<file path="src/rtl/core/kwm_pkg.sv">
// ----------------------------------------------------------------------------
// kwm_pkg
// Shared constants, types and state codes of the k-way stream merger.
// ----------------------------------------------------------------------------
package kwm_pkg;

   localparam int MAX_LANES_DEF = 16;
   localparam int LANE_W        = 4;
   localparam int LANE_LIMIT    = 16;
   localparam int VALUE_W       = 32;
   localparam int CNT_W         = 5;

   typedef enum logic [0:0] {
      ST_IDLE,
      ST_SCAN
   } kwm_state_type;

   typedef struct packed {
      logic clear;
      logic rd_en;
   } kwm_scan_ctl_type;

   typedef struct packed {
      logic pend;
      logic found;
   } kwm_scan_sts_type;

endpackage

</file>
<file path="src/rtl/core/kwm_head_scan.sv">
// ----------------------------------------------------------------------------
// kwm_head_scan
// Head value memory with a registered read and the running minimum search.
// ----------------------------------------------------------------------------
module kwm_head_scan
   import kwm_pkg::*;
#(
   parameter int LANE_CAP = LANE_LIMIT,
   parameter int IDX_W    = $clog2(LANE_CAP)
) (
   input  logic                   clock,
   input  logic                   reset,
   input  logic                   wr_en,
   input  logic [IDX_W-1:0]       wr_addr,
   input  logic [VALUE_W-1:0]     wr_data,
   input  logic [IDX_W-1:0]       rd_addr,
   input  logic [LANE_CAP-1:0]    live,
   input  kwm_scan_ctl_type       ctl,
   output kwm_scan_sts_type       sts,
   output logic [VALUE_W-1:0]     best_value,
   output logic [IDX_W-1:0]       best_idx
);

   logic [VALUE_W-1:0] mem [LANE_CAP];
   logic [VALUE_W-1:0] rd_data_ff;
   logic               pend_ff;
   logic               pend_in;
   logic [IDX_W-1:0]   pend_idx_ff;
   logic               found_ff;
   logic               found_in;
   logic [VALUE_W-1:0] best_value_ff;
   logic [IDX_W-1:0]   best_idx_ff;
   logic               take;

   always_ff @(posedge clock) begin
      if (wr_en) begin
         mem[wr_addr] <= wr_data;
      end
      if (ctl.rd_en) begin
         rd_data_ff  <= mem[rd_addr];
         pend_idx_ff <= rd_addr;
      end
   end

   assign take = pend_ff && live[pend_idx_ff] &&
                 (!found_ff || ($signed(rd_data_ff) < $signed(best_value_ff)));

   always_comb begin
      pend_in  = ctl.rd_en;
      found_in = found_ff;
      if (ctl.clear) begin
         found_in = 1'b0;
      end else if (take) begin
         found_in = 1'b1;
      end
   end

   always_ff @(posedge clock) begin
      if (reset) begin
         pend_ff  <= 1'b0;
         found_ff <= 1'b0;
      end else begin
         pend_ff  <= pend_in;
         found_ff <= found_in;
      end
   end

   always_ff @(posedge clock) begin
      if (take && !ctl.clear) begin
         best_value_ff <= rd_data_ff;
         best_idx_ff   <= pend_idx_ff;
      end
   end

   assign sts.pend   = pend_ff;
   assign sts.found  = found_ff;
   assign best_value = best_value_ff;
   assign best_idx   = best_idx_ff;

   a_clear_drops_found: assert property (@(posedge clock) disable iff (reset)
      ctl.clear |=> !found_ff)
      else $error("search result survived a clear");

   a_found_stays: assert property (@(posedge clock) disable iff (reset)
      (found_ff && !ctl.clear) |=> found_ff)
      else $error("search result lost without a clear");

   a_pend_follows_read: assert property (@(posedge clock) disable iff (reset)
      ctl.rd_en |=> pend_ff)
      else $error("memory read not followed by a compare");

endmodule

</file>
<file path="src/rtl/core/k_way_stream_merger.sv">
// ----------------------------------------------------------------------------
// k_way_stream_merger
// Merges up to min(MAX_LANES, LANE_LIMIT) ascending signed streams into one stream.
//
// Channel  Dir  Handshake             Payload
// req      in   req_tvalid/tready     tdata: value; tuser: lane, lane_empty
// rsp      out  rsp_tvalid/tready     tdata: out_value; tuser: refill_lane, merge_done
// csr      in   csr_valid/csr_ready   csr_data: lanes_in_use
//
// A priming transaction or one for a lane outside the lane count leaves the merger idle.
// A transaction that starts a search reads the head memory one entry per cycle,
// n entries in all, n being the effective lane count.
// Reset clears the live bits, the priming count and the output valid flag.
// A search holds its result until the output register is free to take it.
// ----------------------------------------------------------------------------
module k_way_stream_merger
   import kwm_pkg::*;
#(
   parameter int MAX_LANES = MAX_LANES_DEF
) (
   input  logic               clock,
   input  logic               reset,
   input  logic               req_tvalid,
   output logic               req_tready,
   input  logic [VALUE_W-1:0] req_tdata,   // [31:0] value
   input  logic [4:0]         req_tuser,   // [3:0] lane, [4] lane_empty
   output logic               rsp_tvalid,
   input  logic               rsp_tready,
   output logic [VALUE_W-1:0] rsp_tdata,   // [31:0] out_value
   output logic [4:0]         rsp_tuser,   // [3:0] refill_lane, [4] merge_done
   input  logic               csr_valid,
   output logic               csr_ready,
   input  logic [CNT_W-1:0]   csr_data
);

   localparam int LANE_CAP = (MAX_LANES < LANE_LIMIT) ? MAX_LANES : LANE_LIMIT;
   localparam int IDX_W    = $clog2(LANE_CAP);
   localparam logic [CNT_W-1:0] CAP_N = CNT_W'(LANE_CAP);

   kwm_state_type      state_ff, state_in;
   logic [CNT_W-1:0]   eff_n_ff, eff_n_in;
   logic [CNT_W-1:0]   primed_ff, primed_in;
   logic [CNT_W-1:0]   scan_cnt_ff, scan_cnt_in;
   logic [LANE_CAP-1:0] live_ff, live_in;
   logic               rsp_valid_ff, rsp_valid_in;
   logic [VALUE_W-1:0] rsp_value_ff, rsp_value_in;
   logic [LANE_W-1:0]  rsp_lane_ff, rsp_lane_in;
   logic               rsp_done_ff, rsp_done_in;

   logic               req_acc;
   logic               csr_acc;
   logic [LANE_W-1:0]  req_lane;
   logic               req_empty;
   logic               in_range;
   logic               wr_en;
   logic               scan_end;
   logic               out_free;
   logic               rsp_load;
   kwm_scan_ctl_type   scan_ctl;
   kwm_scan_sts_type   scan_sts;
   logic [VALUE_W-1:0] best_value;
   logic [IDX_W-1:0]   best_idx;

   assign req_lane  = req_tuser[LANE_W-1:0];
   assign req_empty = req_tuser[LANE_W];
   assign csr_ready = (state_ff == ST_IDLE);
   assign req_tready = (state_ff == ST_IDLE) && !csr_valid;
   assign req_acc   = req_tvalid && req_tready;
   assign csr_acc   = csr_valid && csr_ready;
   assign in_range  = {1'b0, req_lane} < eff_n_ff;
   assign wr_en     = req_acc && in_range && !req_empty;
   assign out_free  = !rsp_valid_ff || rsp_tready;
   assign scan_end  = (state_ff == ST_SCAN) && (scan_cnt_ff == eff_n_ff) && !scan_sts.pend;
   assign rsp_load  = scan_end && out_free;

   kwm_head_scan #(
      .LANE_CAP (LANE_CAP),
      .IDX_W    (IDX_W)
   ) u_head_scan (
      .clock      (clock),
      .reset      (reset),
      .wr_en      (wr_en),
      .wr_addr    (req_lane[IDX_W-1:0]),
      .wr_data    (req_tdata),
      .rd_addr    (scan_cnt_ff[IDX_W-1:0]),
      .live       (live_ff),
      .ctl        (scan_ctl),
      .sts        (scan_sts),
      .best_value (best_value),
      .best_idx   (best_idx)
   );

   always_comb begin
      state_in       = state_ff;
      eff_n_in       = eff_n_ff;
      primed_in      = primed_ff;
      scan_cnt_in    = scan_cnt_ff;
      live_in        = live_ff;
      rsp_valid_in   = rsp_valid_ff && !rsp_tready;
      rsp_value_in   = rsp_value_ff;
      rsp_lane_in    = rsp_lane_ff;
      rsp_done_in    = rsp_done_ff;
      scan_ctl.clear = 1'b0;
      scan_ctl.rd_en = 1'b0;
      case (state_ff)
         ST_IDLE: begin
            if (csr_acc) begin
               if (csr_data == '0) begin
                  eff_n_in = CNT_W'(1);
               end else if (csr_data > CAP_N) begin
                  eff_n_in = CAP_N;
               end else begin
                  eff_n_in = csr_data;
               end
               primed_in = '0;
               live_in   = '0;
            end else if (req_acc && in_range) begin
               live_in[req_lane[IDX_W-1:0]] = !req_empty;
               if (primed_ff < eff_n_ff) begin
                  primed_in = primed_ff + CNT_W'(1);
               end
               if ((primed_ff >= eff_n_ff) || (primed_ff + CNT_W'(1) == eff_n_ff)) begin
                  state_in       = ST_SCAN;
                  scan_cnt_in    = '0;
                  scan_ctl.clear = 1'b1;
               end
            end
         end
         ST_SCAN: begin
            if (scan_cnt_ff < eff_n_ff) begin
               scan_ctl.rd_en = 1'b1;
               scan_cnt_in    = scan_cnt_ff + CNT_W'(1);
            end
            if (rsp_load) begin
               state_in     = ST_IDLE;
               rsp_valid_in = 1'b1;
               if (scan_sts.found) begin
                  rsp_value_in = best_value;
                  rsp_lane_in  = LANE_W'(best_idx);
                  rsp_done_in  = 1'b0;
               end else begin
                  rsp_value_in = '0;
                  rsp_lane_in  = '0;
                  rsp_done_in  = 1'b1;
                  live_in      = '0;
                  primed_in    = '0;
               end
            end
         end
         default: begin
            state_in = ST_IDLE;
         end
      endcase
   end

   always_ff @(posedge clock) begin
      if (reset) begin
         state_ff     <= ST_IDLE;
         eff_n_ff     <= CAP_N;
         primed_ff    <= '0;
         scan_cnt_ff  <= '0;
         live_ff      <= '0;
         rsp_valid_ff <= 1'b0;
      end else begin
         state_ff     <= state_in;
         eff_n_ff     <= eff_n_in;
         primed_ff    <= primed_in;
         scan_cnt_ff  <= scan_cnt_in;
         live_ff      <= live_in;
         rsp_valid_ff <= rsp_valid_in;
      end
   end

   always_ff @(posedge clock) begin
      rsp_value_ff <= rsp_value_in;
      rsp_lane_ff  <= rsp_lane_in;
      rsp_done_ff  <= rsp_done_in;
   end

   assign rsp_tvalid = rsp_valid_ff;
   assign rsp_tdata  = rsp_value_ff;
   assign rsp_tuser  = {rsp_done_ff, rsp_lane_ff};

   a_done_clears: assert property (@(posedge clock) disable iff (reset)
      (rsp_load && !scan_sts.found) |=> (live_ff == '0) && (primed_ff == '0))
      else $error("merge finished but live lanes or priming count remain");

   a_primed_bound: assert property (@(posedge clock) disable iff (reset)
      primed_ff <= eff_n_ff)
      else $error("priming count exceeds lane count");

   a_scan_bound: assert property (@(posedge clock) disable iff (reset)
      (state_ff == ST_SCAN) |-> (scan_cnt_ff <= eff_n_ff))
      else $error("scan index ran past the lane count");

   a_result_from_scan: assert property (@(posedge clock) disable iff (reset)
      $rose(rsp_valid_ff) |-> $past(state_ff == ST_SCAN))
      else $error("result appeared without a finished scan");

endmodule
</file>
<file path="config.mk">
export PLATFORM = sky130hd
export DESIGN_NAME = k_way_stream_merger
export DESIGN_NICKNAME = d
export VERILOG_FILES = /design/src/rtl/core/kwm_pkg.sv /design/src/rtl/core/kwm_head_scan.sv /design/src/rtl/core/k_way_stream_merger.sv
export SDC_FILE = /design/constraint.sdc
export NUM_CORES = 1
export LEC_CHECK = 0
export ABC_AREA = 1
export BUFFER_PORTS_ARGS = -buffer_cell sky130_fd_sc_hd__buf_2
export CORE_UTILIZATION = 40
export DETAILED_ROUTE_END_ITERATION = 8
export PLACE_DENSITY = 0.58
export SLEW_MARGIN = 20
export SYNTH_ARGS = -nofsm -noshare
export SYNTH_HDL_FRONTEND = slang
export SYNTH_SLANG_ARGS = --single-unit
export TNS_END_PERCENT = 5
</file>
<file path="constraint.sdc">
create_clock -name clock -period 11.7 [get_ports clock]
set_input_delay 0.585 -clock clock [delete_from_list [all_inputs] [get_ports clock]]
set_output_delay 0.585 -clock clock [all_outputs]
set_load 0.02 [all_outputs]
</file>
==> results of run 1 <==
power by group through the flow:
| stage | Combinational, W | Sequential [W] | Clock [W] |
|---|---|---|---|
| finish | 0.000285 | 0.00262 | 0.00215 |
| CTS | 0.000284 | 0.00262 | 0.00219 |
| detailed placement | 0.000283 | 0.00266 | 0 |
| floorplan | 0.000190 | 0.00265 | 0 |
| global route | 0.000318 | 0.00262 | 0.00228 |
| global placement | 0.000274 | 0.00266 | 0 |
cell type report:
| cell class | count | area (µm²) |
|---|---|---|
| Sequential cell | 656 | 19400 |
| Clock inverter | 32 | 264 |
| Tap cell | 855 | 1070 |
| Timing Repair Buffer | 113 | 646 |
| Fill cell | 5768 | 34900 |
| Multi-Input combinational cell | 1162 | 6080 |
| Inverter | 125 | 477 |
| Clock buffer | 94 | 1950 |
registers in the layout (all words and copies together) (netlist names), 5 cells and up:
| signal | flops |
|---|---|
| eff_n_ff | 5 |
| live_ff | 16 |
| primed_ff | 5 |
| rsp_tdata | 32 |
| scan_cnt_ff | 5 |
| u_head_scan.best_value | 32 |
| u_head_scan.mem | 512 |
| u_head_scan.rd_data_ff | 32 |
worst max-delay path by stage:
stage,start,to,slack [ps],cells past startpoint
6_report,scan_cnt_ff[0],u_head_scan.mem[13][7],7870,10
3_5_place_dp,scan_cnt_ff[0],u_head_scan.mem[13][6],7890,10
2_1_floorplan,req_tuser[2],u_head_scan.mem[2][0],6760,5
5_1_grt,scan_cnt_ff[0],u_head_scan.mem[13][7],7640,10
4_1_cts,scan_cnt_ff[0],u_head_scan.mem[13][18],7860,10
3_3_place_gp,scan_cnt_ff[0],u_head_scan.mem[13][9],7930,10
per-layer routing:
layer / vias to the layer above / GRT usage / share of wire
li1: 7670 / - / -
met1: 8189 / 0.269 / 0.45
met3: 109 / 0.0311 / 0.068
met5: - / 0 / 0.00050
met2: 595 / 0.299 / 0.46
met4: 6 / 0.0564 / 0.020
metrics by stage:
step,instance area [µm²],instances,utilization
after floorplan,26300,2055,-
after global placement,27600,2910,0.427
after detailed placement,27600,2911,0.427
after CTS,29800,3037,0.461
after global routing,29800,3037,0.461
final,29800,3037,0.461
layout by cell type, fill, tap and decap left out, types with 26 or more instances in the layout:
master     instances
dfxtp_1           32
edfxtp_1         621
buf_2             86
o21ai_0          279
a21oi_1           55
nor2_1           316
o22ai_1           75
ha_1              46
o221ai_1          56
buf_4             26
nand3_1           79
inv_1            107
clkbuf_16         74
nand2_1          182
worst reg2reg max path, stage by stage, from the launching register on:
cell,delay [ps]
dfxtp_4,860
inv_6,500
ha_1,460
nand2_1,80
nor2_4,100
nand3_2,100
o21ai_2,190
nand2_4,210
clkinv_2,160
nand2_1,110
inv_2,640
logic make-up after synthesis:
logic type	Yosys count	synth area share
fa+ha+maj	46	0.0219
flops	656	0.736
xor+xnor	3	0.000999
buf+inv	237	0.0353
compound gates	500	0.110
simple gates	613	0.0959
==> results.json, run 1 <==
{
  "initial_utilization": 0.407,
  "rsz0062_at_grt": "false",
  "synth_warnings": 0,
  "tritoncts": "done",
  "place.port_buffers": 86,
  "crit_path_top_delay_cell": "dfxtp_4",
  "die_height_um": 258,
  "worst_path_dominant_cell_family": "buffers and inverters",
  "cp_buf_inv_count": 3,
  "synthFlopType": "edfxtp_1",
  "post_cts_resized": 0,
  "rr_endpoint": "u_head_scan.mem[13][7]",
  "p_per_area_mw_per_mm2": 169,
  "max_cap_violations": 0,
  "final.setup_skew_ps": 17.5,
  "cp-start-kind": "flop",
  "p_sw_frac": 0.222,
  "pwr-share-clk": 0.425,
  "avgSynthCellArea_um2": 12.8,
  "drt_first_pass_iters": 5,
  "synth_area_leaders": "edfxtp_1 (71%), o21ai_0 (5.3%), nor2_1 (4.5%)",
  "fin_worst_hold_slack_ps": 254,
  "io-pin-count": 87,
  "crit_path_max_incr_delay_ps": 860,
  "layout.nets": 2222,
  "switching_power_w": 0.00112,
  "first_iter_violations": 1473,
  "top_fanout_value_on_the_critical_path": 99,
  "worstMarginPinSlew_ps": 1020,
  "post_layout_worst_setup_margin_ps": 7870,
  "post-route-drc-count": 0,
  "power.share.sequential": 0.518,
  "cts_post_setup_buffers_inserted": 0,
  "r2r.worst_path.cells": 10,
  "ctsRootBufferMaster": "clkbuf_16",
  "synth_area_leader_cell": "edfxtp_1",
  "antennaDiodeCount": 0,
  "globalRouteOverflowTotal": 0,
  "maximum_number_of_pins_on_one_net_before_global_route_repair": 100,
  "timing.final.max_slew_violations": 0,
  "status": "finished clean",
  "timing.rr.start": "scan_cnt_ff[0]",
  "cell_internal_pwr_w": 0.00393,
  "drt-wirelength-per-cell_um": 20.9,
  "yosysSeqAreaShare": 0.736,
  "grt_antenna_before_repair": 6,
  "most_frequent_cells_after_synthesis": "edfxtp_1 (621), nor2_1 (318), o21ai_0 (279), nand2_1 (182), inv_1 (118)",
  "first_global_vias": 15891,
  "report.final.setup_viol": 0,
  "placement_rows": 93,
  "p_leak_nw": 10.4,
  "postSynthRegisterBits": 656,
  "core_mm2": 0.0647,
  "half_perimeter_wire_length_of_the_detailed_placement_result_um": 34100,
  "routed_wl_um": 63500,
  "syn-num-nets": 2148,
  "drt.antenna.violating_nets": 0,
  "syn-instance-count": 2055,
  "crit_chain": "inv_6 > ha_1 > nand2_1 > nor2_4 > nand3_2 > o21ai_2 > nand2_4 > clkinv_2 > nand2_1 > inv_2",
  "cts_buffer_count": 71,
  "hold_fix_buffers_at_cts": 0,
  "critical_setup_path_class": "reg2reg",
  "fmax_mhz": 261,
  "clk_pin_slew_ps": 60,
  "gp_routability_congestion": 0.815,
  "synth_edf_count": 621,
  "critPathArrivalTime_ps": 4050,
  "yosysMostFrequentCell": "edfxtp_1",
  "clock-sinks": 656,
  "slew_headroom": 0.322,
  "yosysTopAreaCellShare": 0.709,
  "timing.hold.worst.class": "in2reg",
  "cts_max_level": 3,
  "timing.hold.worst_endpoint": "eff_n_ff[3]",
  "critical_path.most_common_cell": "nand2_1",
  "aggregate_negative_setup_slack_ps": 0,
  "setup.worst_path.end_class": "flop",
  "postSynth.asyncResetShare": 0,
  "route.detailed.vias_per_inst": 5.46,
  "dieWidth_um": 258,
  "dieArea_mm2": 0.0668,
  "final_layout_size_suffix_gt1_frac": 0.116,
  "tot_pwr_w": 0.00505,
  "grt_pass1_wl_um": 95900,
  "post_synth_instance_area_mm2": 0.0263,
  "synthToLayoutAreaGrowth_pct": 13.5,
  "rrSetupSlack_ps": 7870,
  "dp_worst_setup_slack_ps": 7890,
  "peakVddDrop_mv": 0.0864,
  "worst-endpoint-required_ps": 11920,
  "report.final.hold_viol_count": 0,
  "min_from": "csr_data[3]",
  "globalRouteTotalUtil": 0.189,
  "period_share": 0.327,
  "clk-insertion-delay-late_ps": 600,
  "clock_path_buffers": 3,
  "period_needed_ps": 3830,
  "hold_depth": 3,
  "netlist_cell_types": 40,
  "vias": 16569,
  "power.combinational.fraction": 0.056
}
No activity file was read; power rests on OpenSTA's default activity.
==> inputs of run 2 (changes only) <==
--- a/config.mk
+++ b/config.mk
@@ -9,7 +9,7 @@
 export BUFFER_PORTS_ARGS = -buffer_cell sky130_fd_sc_hd__buf_2
 export CORE_UTILIZATION = 40
 export DETAILED_ROUTE_END_ITERATION = 8
-export PLACE_DENSITY = 0.58
+export PLACE_DENSITY = 0.6
 export SLEW_MARGIN = 20
 export SYNTH_ARGS = -nofsm -noshare
 export SYNTH_HDL_FRONTEND = slang
==> constraint.sdc (replaced) <==
create_clock -name clock -period 3.3 [get_ports clock]
set_input_delay 0.165 -clock clock [delete_from_list [all_inputs] [get_ports clock]]
set_output_delay 0.165 -clock clock [all_outputs]
set_load 0.02 [all_outputs]
==> run 2 against run 1 <==
Hold slack worse by 220 ps. Sequential cell count unchanged. Via count down 0.28%. Critical path depth down 1. Final area up 2.3%. Total power rose to 3.5 times the previous value. Sequential share of layout area down 1.4 points. Clock skew down 3.5 ps. Final cell count up 1.8%. Combinational power rose to 4.0 times the previous value. Core utilization up 1.0 points. Largest cell class unchanged.
==> results.json, run 2 (same netlist as run 1, synthesis figures left out) <==
{
  "maximum_number_of_pins_on_one_net_before_global_route_repair": 195,
  "final_layout_size_suffix_gt1_frac": 0.118,
  "placement_rows": 93,
  "largest_reg_flops": 512,
  "setup.worst_path.end_class": "flop",
  "tritoncts": "done",
  "cts_max_level": 3,
  "max_cap_violations": 0,
  "gp_routability_congestion": 0.888,
  "clock-sinks": 656,
  "globalRouteOverflowTotal": 0,
  "critPathArrivalTime_ps": 3050,
  "p_per_area_mw_per_mm2": 579,
  "report.final.setup_viol": 0,
  "p_leak_nw": 10.7,
  "first_iter_violations": 1421,
  "fin_worst_hold_slack_ps": 37.6,
  "fmax_mhz": 363,
  "clk_pin_slew_ps": 60,
  "report.final.hold_viol_count": 0,
  "final_cell_count_no_fill": 3093,
  "post_cts_resized": 0,
  "critical_setup_path_class": "reg2reg",
  "ctsRootBufferMaster": "clkbuf_16",
  "final_core_utilization": 0.472,
  "rsz0062_at_grt": "false",
  "period_share": 0.834,
  "top_fanout_value_on_the_critical_path": 24,
  "dieArea_mm2": 0.0668,
  "globalRouteTotalUtil": 0.185,
  "cts_buffer_count": 68,
  "clock_path_buffers": 3,
  "dieWidth_um": 258,
  "status": "finished clean",
  "cp-start-kind": "flop",
  "place.port_buffers": 86,
  "placed_cells_incl_taps": 2923,
  "first_global_vias": 16023,
  "period_needed_ps": 2750,
  "die_height_um": 258,
  "post-route-drc-count": 0,
  "peakVddDrop_mv": 0.286,
  "timing.final.max_slew_violations": 0,
  "synthToLayoutAreaGrowth_pct": 16.0,
  "grt_antenna_before_repair": 3,
  "io-pin-count": 87,
  "grt_pass1_wl_um": 95200,
  "slew_headroom": 0.260,
  "worst-endpoint-required_ps": 3590,
  "route.detailed.vias_per_inst": 5.34,
  "timing.hold.worst.class": "in2reg",
  "most_common_library_cell_in_the_layout_ignoring_fill_and_taps": "edfxtp_1",
  "routed_wl_um": 61900,
  "half_perimeter_wire_length_of_the_detailed_placement_result_um": 35100,
  "worstMarginPinSlew_ps": 1110,
  "vias": 16523,
  "initial_utilization": 0.407,
  "layout.nets": 2278,
  "drt.antenna.violating_nets": 0,
  "final.setup_skew_ps": 14.0,
  "largest-register": "u_head_scan.mem",
  "clk-insertion-delay-late_ps": 600,
  "drt_first_pass_iters": 8,
  "core_mm2": 0.0647,
  "mostFrequentLayoutCells": "edfxtp_1 (621), nor2_1 (316), o21ai_0 (279)",
  "dp_worst_setup_slack_ps": 582,
  "drt-wirelength-per-cell_um": 20.0,
  "post_layout_worst_setup_margin_ps": 549
}
-- run 2: cell count changes in the layout (fill, tap and decap cells not counted), moves of 2 or more --
cell / change
buf_12: +12
clkbuf_16: -4
clkinv_1: -4
clkinv_2: +2
dlygate4sd3_1: +46
inv_6: +2
nor4_2: -6
nor4_4: +6
-- run 2: repair_timing --
| item | in CTS | in global routing |
|---|---|---|
| hold endpoints to repair | 528 | 0 |
| hold buffers | 46 | 0 |
| buffers inserted | 0 | 0 |
-- run 2: worst max-delay path, cell delays in order (launching register included) --
cell and delay (ps):
dfxtp_1 350, inv_1 120, ha_1 310, a21o_1 200
a22oi_2 160, nand4_1 200, nor2_2 360, nand3_1 180
clkinv_1 310, buf_12 240
-- run 2: layout make-up --
type / count / area (µm²)
repair buffers: 172 / 1370
clock inverters: 31 / 246
inverters: 125 / 477
multi-input cells: 1162 / 6140
well taps: 855 / 1070
flip-flops and latches: 656 / 19400
fillers: 5695 / 34200
clock buffers: 91 / 1850
diodes: 1 / 2.50
-- run 2: routing by layer --
metal | part of all wire | GRT usage | up-vias | wire length, µm
met5 | 0 | 0 | - | 0
met4 | 0.021 | 0.0593 | 0 | 1290
met3 | 0.057 | 0.0277 | 88 | 3530
met2 | 0.46 | 0.292 | 526 | 28700
met1 | 0.46 | 0.265 | 8118 | 28400
li1 | - | - | 7791 | -
-- run 2: final timing paths --
path / startpoint / endpoint / slack (ps) / depth (start not counted)
max: eff_n_ff[2] / u_head_scan.mem[5][11] / 550 / 9
max reg2reg: eff_n_ff[2] / u_head_scan.mem[5][11] / 550 / 9
min: req_tuser[0] / live_ff[0] / 40 / 4
min reg2reg: u_head_scan.rd_data_ff[9] / u_head_scan.best_value[9] / 460 / 0
-- run 2: stage by stage --
step / TNS [ps] / area [µm²] / total power (W)
3_3_place_gp: 0 / 27900 / 0.0105
2_1_floorplan: -52200 / 26400 / 0.0101
3_5_place_dp: 0 / 27900 / 0.0105
6_report: 0 / 30500 / 0.0177
4_1_cts: 0 / 30500 / 0.0178
5_1_grt: 0 / 30500 / 0.0182
-- run 2: power by group --
group / leakage [nW] / switching [W] / internal, W
Clock: 1.03 / 0.00311 / 0.00419
Sequential: 5.88 / 0.0000474 / 0.00918
Combinational: 3.75 / 0.000802 / 0.000333
Total: 10.7 / 0.00396 / 0.0137
==> inputs of run 3 (changes only) <==
--- a/config.mk
+++ b/config.mk
@@ -5,11 +5,11 @@
 export SDC_FILE = /design/constraint.sdc
 export NUM_CORES = 1
 export LEC_CHECK = 0
-export ABC_AREA = 1
+export ABC_AREA = 0
 export BUFFER_PORTS_ARGS = -buffer_cell sky130_fd_sc_hd__buf_2
 export CORE_UTILIZATION = 40
 export DETAILED_ROUTE_END_ITERATION = 8
-export PLACE_DENSITY = 0.6
+export PLACE_DENSITY = 0.61
 export SLEW_MARGIN = 20
 export SYNTH_ARGS = -nofsm -noshare
 export SYNTH_HDL_FRONTEND = slang
==> constraint.sdc (replaced) <==
create_clock -name clock -period 2.3 [get_ports clock]
set_input_delay 0.115 -clock clock [delete_from_list [all_inputs] [get_ports clock]]
set_output_delay 0.115 -clock clock [all_outputs]
set_load 0.02 [all_outputs]
==> run 3 against run 2 <==
Sequential share of layout area shrank 3.2 points. Count of clock-buffer cells in the layout shrank 13. Wire length shrank 6.2%. Sequential power grew 42%. Synthesized cell count shrank 39%. First-iteration DRC count shrank 34%. Via count shrank 20%. Synthesized area shrank 2.6%. Sequential cell count is the same. Final area grew 5.4%. Highest routed layer is now met5. Largest cell class unchanged. Clock power grew 53%. The flow now finishes with violations (setup timing).
==> results.json, run 3 <==
{
  "ctsRootBufferMaster": "clkbuf_16",
  "vias": 13225,
  "first_global_vias": 13952,
  "synthToLayoutAreaGrowth_pct": 25.5,
  "postSynthRegisterBits": 656,
  "violations": "setup timing",
  "synth_warnings": 0,
  "globalRouteTotalUtil": 0.184,
  "status": "complete, but fails checks",
  "final_layout_size_suffix_gt1_frac": 0.384,
  "critical_setup_path_class": "reg2reg",
  "avgSynthCellArea_um2": 20.5,
  "cts_buffer_count": 70,
  "p_sw_frac": 0.203,
  "fmax_mhz": 397,
  "half_perimeter_wire_length_of_the_detailed_placement_result_um": 36400,
  "mostFrequentLayoutCells": "edfxtp_1 (621), mux4_2 (165), buf_4 (130)",
  "dp_worst_setup_slack_ps": -823,
  "dieWidth_um": 255,
  "period_needed_ps": 2520,
  "dieArea_mm2": 0.0651,
  "largest_reg_flops": 512,
  "worstMarginPinSlew_ps": 894,
  "synth_edf_count": 621,
  "cell_internal_pwr_w": 0.0200,
  "clk_pin_slew_ps": 60,
  "p_per_area_mw_per_mm2": 779,
  "most_frequent_cells_after_synthesis": "edfxtp_1 (621), mux4_2 (165), inv_1 (63), ha_1 (46), nor2_1 (45)",
  "period_share": 1.10,
  "largest-register": "u_head_scan.mem",
  "die_height_um": 255,
  "route.detailed.vias_per_inst": 5.30,
  "cp_buf_inv_count": 1,
  "grt_pass1_wl_um": 87100,
  "setup.worst_path.end_class": "flop",
  "rsz0062_at_grt": "true",
  "maximum_number_of_pins_on_one_net_before_global_route_repair": 54,
  "cts_max_level": 3,
  "synth_area_leader_cell": "edfxtp_1",
  "post-route-drc-count": 0,
  "globalRouteOverflowTotal": 0,
  "netlist_cell_types": 54,
  "worst_path_dominant_cell_family": "compound AO/OA/AOI/OAI gates",
  "yosysSeqAreaShare": 0.755,
  "crit_chain": "ha_4 > nand4_1 > o211a_1 > a221o_1 > and2_4 > a311o_1 > nor2_4 > buf_12",
  "tritoncts": "done",
  "critPathArrivalTime_ps": 2840,
  "final.setup_skew_ps": 21.4,
  "yosysTopAreaCellShare": 0.728,
  "rrSetupSlack_ps": -220,
  "placement_rows": 92,
  "clk-insertion-delay-late_ps": 610,
  "crit_path_max_incr_delay_ps": 430,
  "timing.final.max_slew_violations": 0,
  "first_iter_violations": 934,
  "post_synth_instance_area_mm2": 0.0256,
  "core_mm2": 0.0632,
  "switching_power_w": 0.00508,
  "post_layout_worst_setup_margin_ps": -219,
  "final_core_utilization": 0.509,
  "peakVddDrop_mv": 0.505,
  "syn-num-nets": 1344,
  "routed_wl_um": 58000,
  "synthFlopType": "edfxtp_1",
  "syn-instance-count": 1251,
  "place.port_buffers": 86,
  "initial_utilization": 0.405,
  "report.final.setup_viol": 195,
  "postSynth.asyncResetShare": 0,
  "worst-endpoint-required_ps": 2620,
  "pwr-share-clk": 0.445,
  "p_leak_nw": 10.7,
  "power.share.sequential": 0.523,
  "io-pin-count": 87,
  "timing.hold.worst.class": "in2reg",
  "crit_path_top_delay_cell": "edfxtp_1",
  "power.combinational.fraction": 0.031,
  "clock-sinks": 656,
  "most_common_library_cell_in_the_layout_ignoring_fill_and_taps": "edfxtp_1",
  "gp_routability_congestion": 0.824,
  "slew_headroom": 0.404,
  "aggregate_negative_setup_slack_ps": -14100,
  "grt_antenna_before_repair": 6,
  "clock_path_buffers": 3,
  "max_cap_violations": 0,
  "layout.nets": 1688,
  "drt.antenna.violating_nets": 0,
  "drt_first_pass_iters": 7,
  "cp-start-kind": "flop",
  "yosysMostFrequentCell": "edfxtp_1",
  "top_fanout_value_on_the_critical_path": 12,
  "synth_area_leaders": "edfxtp_1 (73%), mux4_2 (15%), dfxtp_1 (2.7%)",
  "report.final.hold_viol_count": 0,
  "drt-wirelength-per-cell_um": 23.2
}
==> run 3: final timing paths <==
check	from	end	cells past startpoint
worst min register to register	u_head_scan.rd_data_ff[2]	u_head_scan.best_value[2]	0
worst min-delay path	reset	eff_n_ff[3]	2
worst max-delay path	u_head_scan.rd_data_ff[19]	u_head_scan.best_value[9]	8
worst max register to register	u_head_scan.rd_data_ff[19]	u_head_scan.best_value[9]	8
==> run 3: power groups by stage <==
stage | Clock (W) | Combinational (W) | Sequential, W
2_1_floorplan | 0 | 0.000320 | 0.0134
3_3_place_gp | 0 | 0.000675 | 0.0134
3_5_place_dp | 0 | 0.000696 | 0.0134
4_1_cts | 0.0114 | 0.000784 | 0.0131
5_1_grt | 0.0118 | 0.000847 | 0.0131
6_report | 0.0112 | 0.000782 | 0.0131
==> run 3: per-layer routing <==
| metal | GRT usage | vias to the layer above | share of wire |
|---|---|---|---|
| met5 | 0 | - | 0.00057 |
| met4 | 0.0570 | 6 | 0.024 |
| met3 | 0.0375 | 96 | 0.053 |
| met2 | 0.306 | 335 | 0.50 |
| met1 | 0.245 | 6953 | 0.43 |
| li1 | - | 5835 | - |
==> run 3: what timing repair did <==
action | CTS | global route
pin swaps | 11 | 8
endpoints found under the setup margin | 648 | 644
cloned | 2 | 0
endpoints found under the hold margin | 518 | 0
buffers inserted | 9 | 2
resized for setup | 77 | 34
hold buffers | 42 | 0
==> run 3: stage by stage <==
step / cells / area [µm²] / total power (W) / hold WS, ps
after detailed placement: 2314 / 28900 / 0.0141 / 431
after global routing: 2496 / 32200 / 0.0258 / 32.0
final: 2496 / 32200 / 0.0251 / 11.4
after CTS: 2493 / 32000 / 0.0253 / 1.42
after floorplan: 1251 / 25700 / 0.0137 / 187
after global placement: 2314 / 28900 / 0.0140 / 413
==> run 3: cells by family (layout without fill, tap and decap cells) <==
group	Yosys count	in the layout	share of synthesized area
AOI/OAI and AO/OA	124	124	0.0311
xor gates and xnor gates	5	5	0.00171
adders and majority gates	46	46	0.0225
buffers and inverters	119	516	0.0181
DFF	656	656	0.755
muxes	165	165	0.145
other	0	1	0
and+or+nand+nor	136	137	0.0265
==> run 3: final cells by class <==
| type | instances | area, µm² |
|---|---|---|
| Clock inverter | 48 | 499 |
| Antenna cell | 1 | 2.50 |
| Multi-Input combinational cell | 477 | 6130 |
| Sequential cell | 656 | 19400 |
| Tap cell | 846 | 1060 |
| Clock buffer | 78 | 1780 |
| Inverter | 65 | 318 |
| Fill cell | 5017 | 31000 |
| Timing Repair Buffer | 325 | 3010 |
